**src/hdl/hta_pkg.sv**
```systemverilog
// Package for the handle table allocator: operation kinds, result status codes,
// result source selects and the controller/datapath command and status structs.
// No dependencies.
package hta_pkg;

  localparam int unsigned VALUE_W  = 64;
  localparam int unsigned HANDLE_W = 16;
  localparam int unsigned KIND_W   = 2;
  localparam int unsigned STATUS_W = 2;

  // Most results one drain item may emit.
  localparam int unsigned MAX_RESULTS = 16;
  localparam int unsigned CNT_W       = $clog2(MAX_RESULTS);

  localparam logic [KIND_W-1:0] KIND_ALLOC   = 2'd0;
  localparam logic [KIND_W-1:0] KIND_RELEASE = 2'd1;
  localparam logic [KIND_W-1:0] KIND_LOOKUP  = 2'd2;
  localparam logic [KIND_W-1:0] KIND_DRAIN   = 2'd3;

  localparam logic [STATUS_W-1:0] ST_OK    = 2'd0;
  localparam logic [STATUS_W-1:0] ST_ZERO  = 2'd1;
  localparam logic [STATUS_W-1:0] ST_FULL  = 2'd2;
  localparam logic [STATUS_W-1:0] ST_EMPTY = 2'd3;

  // Source of the result loaded into the output register
  localparam logic [1:0] RES_ALLOC = 2'd0;
  localparam logic [1:0] RES_MISS  = 2'd1;
  localparam logic [1:0] RES_EMPTY = 2'd2;
  localparam logic [1:0] RES_RAM   = 2'd3;

  typedef struct packed {
    logic       cap;   // latch the input item
    logic       rd;    // read the slot RAM and latch the slot index
    logic       wr;    // store the value in the lowest free slot
    logic       clr;   // free the latched slot
    logic       load;  // load the output register
    logic [1:0] src;   // result source
  } cmd_t;

  typedef struct packed {
    logic [KIND_W-1:0] kind;
    logic              alloc_ok;    // nonzero value and a free slot
    logic              hit;         // handle in range and slot occupied
    logic              occ_empty;
    logic              drain_last;  // current drain result is the final one
    logic              out_free;
  } sts_t;

endpackage

```
**src/hdl/handle_table_allocator.sv**
```systemverilog
// Top level of the handle table allocator: joins the controller and datapath
// and maps the stream ports. Depends on hta_pkg, hta_ctrl and hta_datapath.
//
//  channel   dir   tdata (low bit up)                 tuser    tlast
//  s_axis    in    value[63:0], handle[79:64]         kind     -
//  m_axis    out   slot_index[15:0], slot_value[79:16] status  last
//
// Allocate loads its result straight from the execute state; release and lookup
// of an occupied slot go through one RAM read first, of a free or out-of-range
// slot not. A drain reads one occupied slot per execute/read pair of the
// controller on the single read port of the slot RAM, a result for each; an
// empty drain loads its empty result straight from the execute state.
// Reset clears the occupancy flags at once, so every slot is free.
// A stalled result holds in the output register; the next item is accepted once
// the current one has loaded its last result.
module handle_table_allocator
  import hta_pkg::*;
#(
  parameter int unsigned DEPTH = 16
) (
  input  logic        clk_i,
  input  logic        rst_ni,
  input  logic        s_axis_tvalid,
  output logic        s_axis_tready,
  input  logic [79:0] s_axis_tdata,   // value[63:0], handle[79:64]
  input  logic [1:0]  s_axis_tuser,   // kind[1:0]
  output logic        m_axis_tvalid,
  input  logic        m_axis_tready,
  output logic [79:0] m_axis_tdata,   // slot_index[15:0], slot_value[79:16]
  output logic [1:0]  m_axis_tuser,   // status[1:0]
  output logic        m_axis_tlast
);

  cmd_t                cmd;
  sts_t                sts;
  logic [HANDLE_W-1:0] out_index;
  logic [VALUE_W-1:0]  out_value;

  hta_ctrl u_ctrl (
    .clk_i    (clk_i),
    .rst_ni   (rst_ni),
    .s_valid_i(s_axis_tvalid),
    .s_ready_o(s_axis_tready),
    .sts_i    (sts),
    .cmd_o    (cmd)
  );

  hta_datapath #(
    .DEPTH(DEPTH)
  ) u_datapath (
    .clk_i       (clk_i),
    .rst_ni      (rst_ni),
    .kind_i      (s_axis_tuser),
    .value_i     (s_axis_tdata[63:0]),
    .handle_i    (s_axis_tdata[79:64]),
    .cmd_i       (cmd),
    .sts_o       (sts),
    .out_valid_o (m_axis_tvalid),
    .out_ready_i (m_axis_tready),
    .out_index_o (out_index),
    .out_value_o (out_value),
    .out_status_o(m_axis_tuser),
    .out_last_o  (m_axis_tlast)
  );

  assign m_axis_tdata = {out_value, out_index};

endmodule

```
**src/hdl/hta_ram.sv**
```systemverilog
// Generic single write, single read port RAM with a registered read.
// No dependencies.
module hta_ram #(
  parameter int unsigned WIDTH = 64,
  parameter int unsigned DEPTH = 16
) (
  input  logic                     clk_i,
  input  logic                     we_i,
  input  logic [$clog2(DEPTH)-1:0] waddr_i,
  input  logic [WIDTH-1:0]         wdata_i,
  input  logic                     re_i,
  input  logic [$clog2(DEPTH)-1:0] raddr_i,
  output logic [WIDTH-1:0]         rdata_o
);

  logic [WIDTH-1:0] mem_q [DEPTH];
  logic [WIDTH-1:0] rdata_q;

  always_ff @(posedge clk_i) begin
    if (we_i) begin
      mem_q[waddr_i] <= wdata_i;
    end
    if (re_i) begin
      rdata_q <= mem_q[raddr_i];
    end
  end

  assign rdata_o = rdata_q;

endmodule

```
**src/hdl/hta_ctrl.sv**
```systemverilog
// Controller of the handle table allocator: sequences accept, execute, slot read
// and result load for each item. Depends on hta_pkg.
module hta_ctrl
  import hta_pkg::*;
(
  input  logic clk_i,
  input  logic rst_ni,
  input  logic s_valid_i,
  output logic s_ready_o,
  input  sts_t sts_i,
  output cmd_t cmd_o
);

  localparam logic [1:0] S_IDLE = 2'd0;
  localparam logic [1:0] S_EXEC = 2'd1;
  localparam logic [1:0] S_READ = 2'd2;

  logic [1:0] state_q, state_d;

  always_comb begin
    state_d = state_q;
    cmd_o   = '0;
    case (state_q)
      S_IDLE: begin
        cmd_o.cap = s_valid_i;
        if (s_valid_i) begin
          state_d = S_EXEC;
        end
      end
      S_EXEC: begin
        case (sts_i.kind)
          KIND_ALLOC: begin
            if (sts_i.out_free) begin
              cmd_o.load = 1'b1;
              cmd_o.src  = RES_ALLOC;
              cmd_o.wr   = sts_i.alloc_ok;
              state_d    = S_IDLE;
            end
          end
          KIND_DRAIN: begin
            if (!sts_i.occ_empty) begin
              cmd_o.rd = 1'b1;
              state_d  = S_READ;
            end else if (sts_i.out_free) begin
              cmd_o.load = 1'b1;
              cmd_o.src  = RES_EMPTY;
              state_d    = S_IDLE;
            end
          end
          default: begin
            // release and lookup
            if (sts_i.hit) begin
              cmd_o.rd = 1'b1;
              state_d  = S_READ;
            end else if (sts_i.out_free) begin
              cmd_o.load = 1'b1;
              cmd_o.src  = RES_MISS;
              state_d    = S_IDLE;
            end
          end
        endcase
      end
      S_READ: begin
        if (sts_i.out_free) begin
          cmd_o.load = 1'b1;
          cmd_o.src  = RES_RAM;
          cmd_o.clr  = (sts_i.kind != KIND_LOOKUP);
          if (sts_i.kind == KIND_DRAIN && !sts_i.drain_last) begin
            state_d = S_EXEC;
          end else begin
            state_d = S_IDLE;
          end
        end
      end
      default: begin
        state_d = S_IDLE;
      end
    endcase
  end

  always_ff @(posedge clk_i or negedge rst_ni) begin
    if (!rst_ni) begin
      state_q <= S_IDLE;
    end else begin
      state_q <= state_d;
    end
  end

  assign s_ready_o = (state_q == S_IDLE);

endmodule

```
**src/hdl/hta_datapath.sv**
```systemverilog
// Datapath of the handle table allocator: input registers, occupancy flags,
// slot RAM, priority encoders, drain counter and output register.
// Depends on hta_pkg and hta_ram.
module hta_datapath
  import hta_pkg::*;
#(
  parameter int unsigned DEPTH = 16
) (
  input  logic                clk_i,
  input  logic                rst_ni,
  input  logic [KIND_W-1:0]   kind_i,
  input  logic [VALUE_W-1:0]  value_i,
  input  logic [HANDLE_W-1:0] handle_i,
  input  cmd_t                cmd_i,
  output sts_t                sts_o,
  output logic                out_valid_o,
  input  logic                out_ready_i,
  output logic [HANDLE_W-1:0] out_index_o,
  output logic [VALUE_W-1:0]  out_value_o,
  output logic [STATUS_W-1:0] out_status_o,
  output logic                out_last_o
);

  localparam int unsigned IDX_W = $clog2(DEPTH);

  logic [KIND_W-1:0]   kind_q;
  logic [VALUE_W-1:0]  value_q;
  logic [HANDLE_W-1:0] handle_q;
  logic [DEPTH-1:0]    occ_q, occ_d;
  logic [IDX_W-1:0]    idx_q, idx_d;
  logic [CNT_W-1:0]    cnt_q;
  logic [VALUE_W-1:0]  rdata;

  logic                out_valid_q;
  logic [HANDLE_W-1:0] out_index_q;
  logic [VALUE_W-1:0]  out_value_q;
  logic [STATUS_W-1:0] out_status_q;
  logic                out_last_q;

  // Lowest set bit of a flag vector
  function automatic logic [IDX_W-1:0] first_set(input logic [DEPTH-1:0] v);
    logic [IDX_W-1:0] r;
    r = '0;
    for (int i = DEPTH - 1; i >= 0; i--) begin
      if (v[i]) begin
        r = IDX_W'(i);
      end
    end
    return r;
  endfunction

  logic [IDX_W-1:0] free_idx, occ_idx;
  logic             in_range, full, zero_val, out_free;
  logic [DEPTH-1:0] occ_rest;

  assign free_idx = first_set(~occ_q);
  assign occ_idx  = first_set(occ_q);
  assign full     = &occ_q;
  assign zero_val = (value_q == '0);
  assign in_range = (handle_q < HANDLE_W'(DEPTH));
  assign out_free = !out_valid_q || out_ready_i;
  assign occ_rest = occ_q & ~(DEPTH'(1) << idx_q);

  assign sts_o.kind       = kind_q;
  assign sts_o.alloc_ok   = !zero_val && !full;
  assign sts_o.hit        = in_range && occ_q[handle_q[IDX_W-1:0]];
  assign sts_o.occ_empty  = (occ_q == '0);
  assign sts_o.drain_last = (occ_rest == '0) || (cnt_q == CNT_W'(MAX_RESULTS - 1));
  assign sts_o.out_free   = out_free;

  assign idx_d = (kind_q == KIND_DRAIN) ? occ_idx : handle_q[IDX_W-1:0];

  always_comb begin
    occ_d = occ_q;
    if (cmd_i.wr) begin
      occ_d[free_idx] = 1'b1;
    end
    if (cmd_i.clr) begin
      occ_d[idx_q] = 1'b0;
    end
  end

  hta_ram #(
    .WIDTH(VALUE_W),
    .DEPTH(DEPTH)
  ) u_ram (
    .clk_i  (clk_i),
    .we_i   (cmd_i.wr),
    .waddr_i(free_idx),
    .wdata_i(value_q),
    .re_i   (cmd_i.rd),
    .raddr_i(idx_d),
    .rdata_o(rdata)
  );

  always_ff @(posedge clk_i) begin
    if (cmd_i.cap) begin
      kind_q   <= kind_i;
      value_q  <= value_i;
      handle_q <= handle_i;
    end
    if (cmd_i.rd) begin
      idx_q <= idx_d;
    end
  end

  always_ff @(posedge clk_i or negedge rst_ni) begin
    if (!rst_ni) begin
      occ_q <= '0;
      cnt_q <= '0;
    end else begin
      occ_q <= occ_d;
      if (cmd_i.cap) begin
        cnt_q <= '0;
      end else if (cmd_i.clr) begin
        cnt_q <= cnt_q + 1'b1;
      end
    end
  end

  // Output register: hold until taken
  always_ff @(posedge clk_i or negedge rst_ni) begin
    if (!rst_ni) begin
      out_valid_q <= 1'b0;
    end else if (cmd_i.load) begin
      out_valid_q <= 1'b1;
    end else if (out_ready_i) begin
      out_valid_q <= 1'b0;
    end
  end

  always_ff @(posedge clk_i) begin
    if (cmd_i.load) begin
      case (cmd_i.src)
        RES_ALLOC: begin
          out_index_q  <= sts_o.alloc_ok ? HANDLE_W'(free_idx) : '0;
          out_value_q  <= sts_o.alloc_ok ? value_q : '0;
          out_status_q <= zero_val ? ST_ZERO : (full ? ST_FULL : ST_OK);
          out_last_q   <= 1'b1;
        end
        RES_MISS: begin
          out_index_q  <= handle_q;
          out_value_q  <= '0;
          out_status_q <= ST_OK;
          out_last_q   <= 1'b1;
        end
        RES_EMPTY: begin
          out_index_q  <= '0;
          out_value_q  <= '0;
          out_status_q <= ST_EMPTY;
          out_last_q   <= 1'b1;
        end
        default: begin
          out_index_q  <= HANDLE_W'(idx_q);
          out_value_q  <= rdata;
          out_status_q <= ST_OK;
          out_last_q   <= (kind_q != KIND_DRAIN) || sts_o.drain_last;
        end
      endcase
    end
  end

  assign out_valid_o  = out_valid_q;
  assign out_index_o  = out_index_q;
  assign out_value_o  = out_value_q;
  assign out_status_o = out_status_q;
  assign out_last_o   = out_last_q;

endmodule

```
**config.mk**
```make
export PLATFORM = sky130hd
export DESIGN_NAME = handle_table_allocator
export DESIGN_NICKNAME = d
export VERILOG_FILES = /design/src/hdl/hta_pkg.sv /design/src/hdl/handle_table_allocator.sv /design/src/hdl/hta_ram.sv /design/src/hdl/hta_ctrl.sv /design/src/hdl/hta_datapath.sv
export SDC_FILE = /design/constraint.sdc
export NUM_CORES = 2
export LEC_CHECK = 0
export ABC_AREA = 1
export BUFFER_PORTS_ARGS = -buffer_cell sky130_fd_sc_hd__buf_2
export CAP_MARGIN = 25
export CORE_UTILIZATION = 35
export CTS_BUF_LIST = sky130_fd_sc_hd__clkbuf_16
export CTS_CLUSTER_DIAMETER = 40
export DETAILED_ROUTE_END_ITERATION = 16
export SETUP_SLACK_MARGIN = 0.02
export SLEW_MARGIN = 0
export SYNTH_ARGS = -nofsm -noshare
export SYNTH_HDL_FRONTEND = slang
export SYNTH_SLANG_ARGS = --single-unit
```
**constraint.sdc**
```tcl
create_clock -name clk_i -period 8.7 [get_ports clk_i]
set_input_delay 1.74 -clock clk_i [delete_from_list [all_inputs] [get_ports clk_i]]
set_output_delay 1.74 -clock clk_i [all_outputs]
set_load 0.02 [all_outputs]
```
## Word-level counts from Yosys, hierarchy flattened

Memory sizes are Yosys's and may differ from the RTL's. A register that Yosys moved wholly into a read port is not among the register bits.
Cells that the tools add are included.

- Register bits after elaboration: 192
- RAM bits: 1024
- Output and inout port bits: 85
- Word-level logic and storage cells: 139
- Memories kept: 1

- Add/sub/neg operators: 1
- Order comparisons: 6
- Equal/unequal tests: 10
- Shift-type cells: 1
- Multiplexer cells: 78
- Bitwise logic cells: 6
- Reductions and logical operators: 24

Memories:

| memory | words | width | rd ports | clocked after Yosys merged registers in | wr ports | RTL line | text |
|---|---|---|---|---|---|---|---|
| u_datapath.u_ram.mem_q | 16 | 64 | 1 | 1 | 1 | hta_ram.sv:16 | `logic [WIDTH-1:0] mem_q [DEPTH];` |

Operator list:

| operator | count |
|---|---|
| $mux 4 | 37 |
| $pmux 64 s2 | 1 |
| $logic_not 64->1 | 1 |
| $mux 64 | 1 |
| $not 16->16 | 3 |
| $pmux 16 s3 | 1 |
| $and 16x16->16 | 2 |
| $logic_not 16->1 | 2 |
| $mux 16 | 2 |
| $lt 16x5->1 const B | 1 |
| $mux 2 | 8 |
| $or 16x16->16 | 1 |
| $reduce_and 16->1 | 1 |
| $shl 1x4->16 const A | 1 |
| $lt 4x5->1 const B | 3 |
| $mux 3 | 5 |
| $mux 1 | 14 |
| $pmux 3 s2 | 2 |
| $demux 1 s4 | 2 |
| $ge 4x1->1 const B | 2 |
| $pmux 2 s2 | 2 |
| $eq 2x2->1 const B | 3 |
| $logic_not 2->1 | 3 |
| $ne 2x2->1 const B | 3 |
| 14 further kinds | 25 |

## Logic depth before layout (Yosys ltp)

- Depth in word-level cells: 25
- Mapped depth: 25
- Depth with buffers taken out: 23

## Cells and area by module

From an unflattened synthesis, not the netlist that was laid out.

- Cell total of the unflattened synthesis: 4857
- Area total of the unflattened synthesis: 54061.8 µm²

By module, submodules not included:

| module | times used | cells an instance | area an instance (µm²) |
|---|---|---|---|
| hta_ram | 1 | 4210 | 45926.5 |
| hta_datapath | 1 | 583 | 7767.4 |
| hta_ctrl | 1 | 64 | 367.9 |

## Least setup slack after synthesis

No wires, ideal clock.

- Kind: input to register
- Start: input port m_axis_tready
- End: memory u_datapath.u_ram.mem_q[13][0], enable pin
- Arrival: 5.178 ns
- Setup slack: 3.034 ns
- Stages on the path: 8
- Path buffers: 0
- Cells stage by stage: nor2_1 > inv_1 > nand2_1 > nor2_1 > nand2_1 > nor2_1 > nand3_1 > nor2_1

- Longest elaborated chain between the ends: 6

RTL lines:

| item | RTL line | text |
|---|---|---|
| start: declaration | handle_table_allocator.sv:28 | `input logic m_axis_tready,` |
| $logic_or 1x1->1 | hta_datapath.sv:61 | `assign out_free = !out_valid_q \|\| out_ready_i;` |
| $mux 1 | hta_ctrl.sv:33 | `if (sts_i.out_free) begin` |
| $mux 1 | hta_ctrl.sv:31 | `case (sts_i.kind)` |
| $mux 2 | hta_ctrl.sv:23 | `case (state_q)` |
| $mux 1 | hta_ram.sv:20 | `if (we_i) begin` |
| $mux 1 (not written as such) | hta_ram.sv:21 | `mem_q[waddr_i] <= wdata_i;` |
| end: declaration | hta_ram.sv:16 |  |

Every way passes these cells.

## Final worst setup path

- Start: register u_datapath.value_q[17]
- End: memory u_datapath.u_ram.mem_q[14][3], enable pin

- Longest elaborated chain between the ends: 8

RTL lines:

| item | RTL line | text |
|---|---|---|
| start: declaration | hta_datapath.sv:27 | `logic [VALUE_W-1:0] value_q;` |
| start signal: assignment | hta_datapath.sv:99 | `value_q <= value_i;` |
| $logic_not 64->1 | hta_datapath.sv:59 | `assign zero_val = (value_q == '0);` |
| $logic_not 1->1 | hta_datapath.sv:65 | `assign sts_o.alloc_ok = !zero_val && !full;` |
| $logic_and 1x1->1 | hta_datapath.sv:65 |  |
| $mux 1 | hta_ctrl.sv:33 |  |
| $mux 1 | hta_ctrl.sv:31 |  |
| $mux 2 | hta_ctrl.sv:23 |  |
| $mux 1 | hta_ram.sv:20 |  |
| $mux 1 (not written as such) | hta_ram.sv:21 |  |

Every way passes these cells.

==> qor.txt <==
run status - finished clean
count leader, synth - edfxtp_1
gpl congestion - 0.839
fin crit share - 0.564
PwrDens - 294 nW/um^2
die area - 155000 um^2
combinational family with the most area after synthesis - simple AND/OR/NAND/NOR gates
# IOs - 171
Post-CTS Hold Fix Bufs - 0
synthesized instance count - 4765
die height - 394 um
Synth top cells by count - 1257 x edfxtp_1, 1183 x nand3_1, 1168 x nand2_1
vias in the first global route - 34200
share of post-route cells with drive strength above 1 - 0.112
pre-CTS setup slack - 3.49 ns
clk sink count - 1280
Remaining DRCs - 0
TritonCTS clock tree - built
post-CTS sizing - 0
max-slew violations - 0
Seq pwr share - 0.428
std cell rows - 143
met2 Usage GRT - 0.288
routed vias - 35900
Crit. End Element - register
unrepaired setup endpoints after global routing - no
Final Setup Violations - 0
clock-pin transition on the worst setup and hold timing paths - 0.06 ns
vias per inst - 5.07
GR Overflow Total - 0
Final HPWL DP - 74.3 mm
fillers - 14000
Rel. slew slack - 0.261
register area share after synthesis - 0.712
Clk Latency, worst-skew pair - 0.81 ns
synthesized area - 53800 um^2
crit path launch type - register
gr busiest metal - met2
Peak Freq - 0.204 GHz
DRT iter0 DRCs - 3940
Net Sw Power - 0.00570 W
final setup skew - 0.0477 ns
Post-CTS Setup Bufs - 0
first-pass GRT wire length - 218 mm
CP Class - reg2reg
GRT Total Usage - 0.185
crit-path max cell delay - 0.90 ns
share of the synthesized area in the top cell type - 0.701
Final Worst Setup Slack - 3.79 ns
number of synthesized flops with an enable pin - 1257
Layout Nets - 5005
XOR/XNOR Fraction of Synth Area - 0
Core Region - 152000 um^2
worst slew pin tran - 1.11 ns
crit-path max FO - 44
WL/cell - 20.7 um
synth warn - 0
met1 GRT Util - 0.258
flops & latches, synth - 1280
Area Overhead vs Synth - 16.6%
Logic pwr share - 0.189
Port Buffers - 170
top_reg_cell synth - edfxtp_1
Antenna Violating Nets Remaining - 0
Total Wirelength - 147 mm
Synth Area in Compound Gates - 0.0185
cell repeated most along the worst path - buf_4
maximum clock path buffer count - 3
Critical Path AT - 5.32 ns
post-synthesis mux area share - 0
highest-delay cell along the critical path - buf_4
Hold WS - 0.493 ns
Initial DRT Pass Iterations - 5
met3 Use GR - 0.0355
Final Hold Fails - 0
clock share of power - 0.383
simple-gate share of the synthesized area - 0.201
H-tree depth - 4
syn avg cell area - 11.3 um^2
Cell variety after synth - 39
leading post-synthesis cells by cell area - edfxtp_1 70%, nand3_1 11%, nand2_1 8.1%
async set-reset flop share out of synthesis - 0.0180
cell internal pwr - 0.0127 W
largest net degree at the start of global routing - 189
Max VDD drop - 0.188 mV
initial antenna violation count - 8
Root Buffer - clkbuf_16
die width - 394 um
total CTS buffers - 174
Final Util - 0.412
Lkg Pwr - 25.0 nW
cell taking the most area after synthesis - edfxtp_1
Worst Hold Class - reg2reg
Syn Nets - 4859
Tmin final - 4.91 ns
fraction of the mapped netlist area in adder cells - 0.00186
CP cell instances - nor4_1 > nand4_1 > nor3_1 > buf_4 > a21oi_1 > nand2_1 > nor2_1 > nand3_1 > nor2_4 > buf_4
Max Cap Violations - 0
Initial Util - 0.353
setup TNS - 0 ns
WP data required - 9.11 ns
switch share - 0.309
## registers in the layout, indices dropped and copies added (netlist names), 16 cells and up
signal,count
u_datapath.u_ram.mem_q,1024
u_datapath.out_value_o,64
u_datapath.u_ram.rdata_o,64
u_datapath.value_q,64
u_datapath.handle_q,16
u_datapath.occ_q,16
u_datapath.out_index_o,16
## worst max-delay path: cells and delay by family (launching register included)
family / cells / cell delay (ns)
AND/OR/NAND/NOR: 7 / 2.29
flip-flops: 1 / 0.77
AO/OA/AOI/OAI: 1 / 0.34
buffers and inverters: 2 / 1.08
## cell usage in the layout, fill, tap and decap left out, drive strengths merged, types with 2 or more instances in the layout
master       n
edfxtp    1257
nand3     1184
nand2     1170
inv        641
buf        254
clkbuf     178
nor2        65
clkinv      64
a22o        58
o21ai       30
dfrtp       23
clkinvlp    22
nor4        17
a21oi       16
bufinv      16
nor3        13
nand4       12
o22a        10
ha           8
diode        4
o21a         4
o221ai       3
a31oi        3
o211ai       2
a22oi        2
o22ai        2
## path summary, 6_finish.rpt
kind | start | slack (ns) | depth (start not counted) | endpoint
max | u_datapath.value_q[17] | 3.79 | 10 | u_datapath.u_ram.mem_q[14][3]
min | u_datapath.cnt_q[2] | 0.49 | 1 | u_datapath.cnt_q[2]
max reg2reg | u_datapath.value_q[17] | 3.79 | 10 | u_datapath.u_ram.mem_q[14][3]
min reg2reg | u_datapath.cnt_q[2] | 0.49 | 1 | u_datapath.cnt_q[2]
max in group asynchronous | rst_ni | 7.36 | 1 | u_datapath.occ_q[4]
min in group asynchronous | rst_ni | 0.94 | 1 | u_datapath.cnt_q[2]
## cell type report
type	count	area (um^2)	share of cell area
Clock buffer	178	4450	0.0710
Multi-Input combinational cell	2605	12100	0.193
Clock inverter	147	1390	0.0221
Timing Repair Buffer	254	1650	0.0263
Inverter	596	2260	0.0360
Antenna cell	4	10.0	0.000160
Sequential cell	1280	38300	0.611
Tap cell	2030	2540	0.0405
## routing by layer
| layer | vias up | part of all wire |
|---|---|---|
| met5 | - | 0.00016 |
| met1 | 17600 | 0.44 |
| met4 | 4 | 0.028 |
| met2 | 1398 | 0.46 |
| li1 | 16700 | - |
| met3 | 261 | 0.075 |
## through the flow
| step | total power (W) | cell area [um^2] | std cells |
|---|---|---|---|
| 6_report | 0.0184 | 62700 | 7094 |
| 5_1_grt | 0.0192 | 62700 | 7090 |
| 4_1_cts | 0.0186 | 62700 | 7089 |
| 3_5_place_dp | 0.0115 | 56900 | 6764 |
| 3_3_place_gp | 0.0115 | 56700 | 6757 |
| 2_1_floorplan | 0.0101 | 53800 | 4765 |
## power groups by stage
| stage | combinational (W) | clock, W | sequential (W) |
|---|---|---|---|
| 6_report | 0.00348 | 0.00706 | 0.00789 |
| 5_1_grt | 0.00380 | 0.00742 | 0.00794 |
| 4_1_cts | 0.00350 | 0.00716 | 0.00790 |
| 3_5_place_dp | 0.00350 | 0 | 0.00801 |
| 3_3_place_gp | 0.00344 | 0 | 0.00801 |
| 2_1_floorplan | 0.00205 | 0 | 0.00810 |
## logic make-up after synthesis
| logic type | Yosys count |
|---|---|
| adders and majority gates | 8 |
| buffers and inverters | 880 |
| DFF | 1280 |
| and+or+nand+nor | 2461 |
| AOI/OAI and AO/OA | 136 |
No activity file was read; power rests on OpenSTA's default activity.
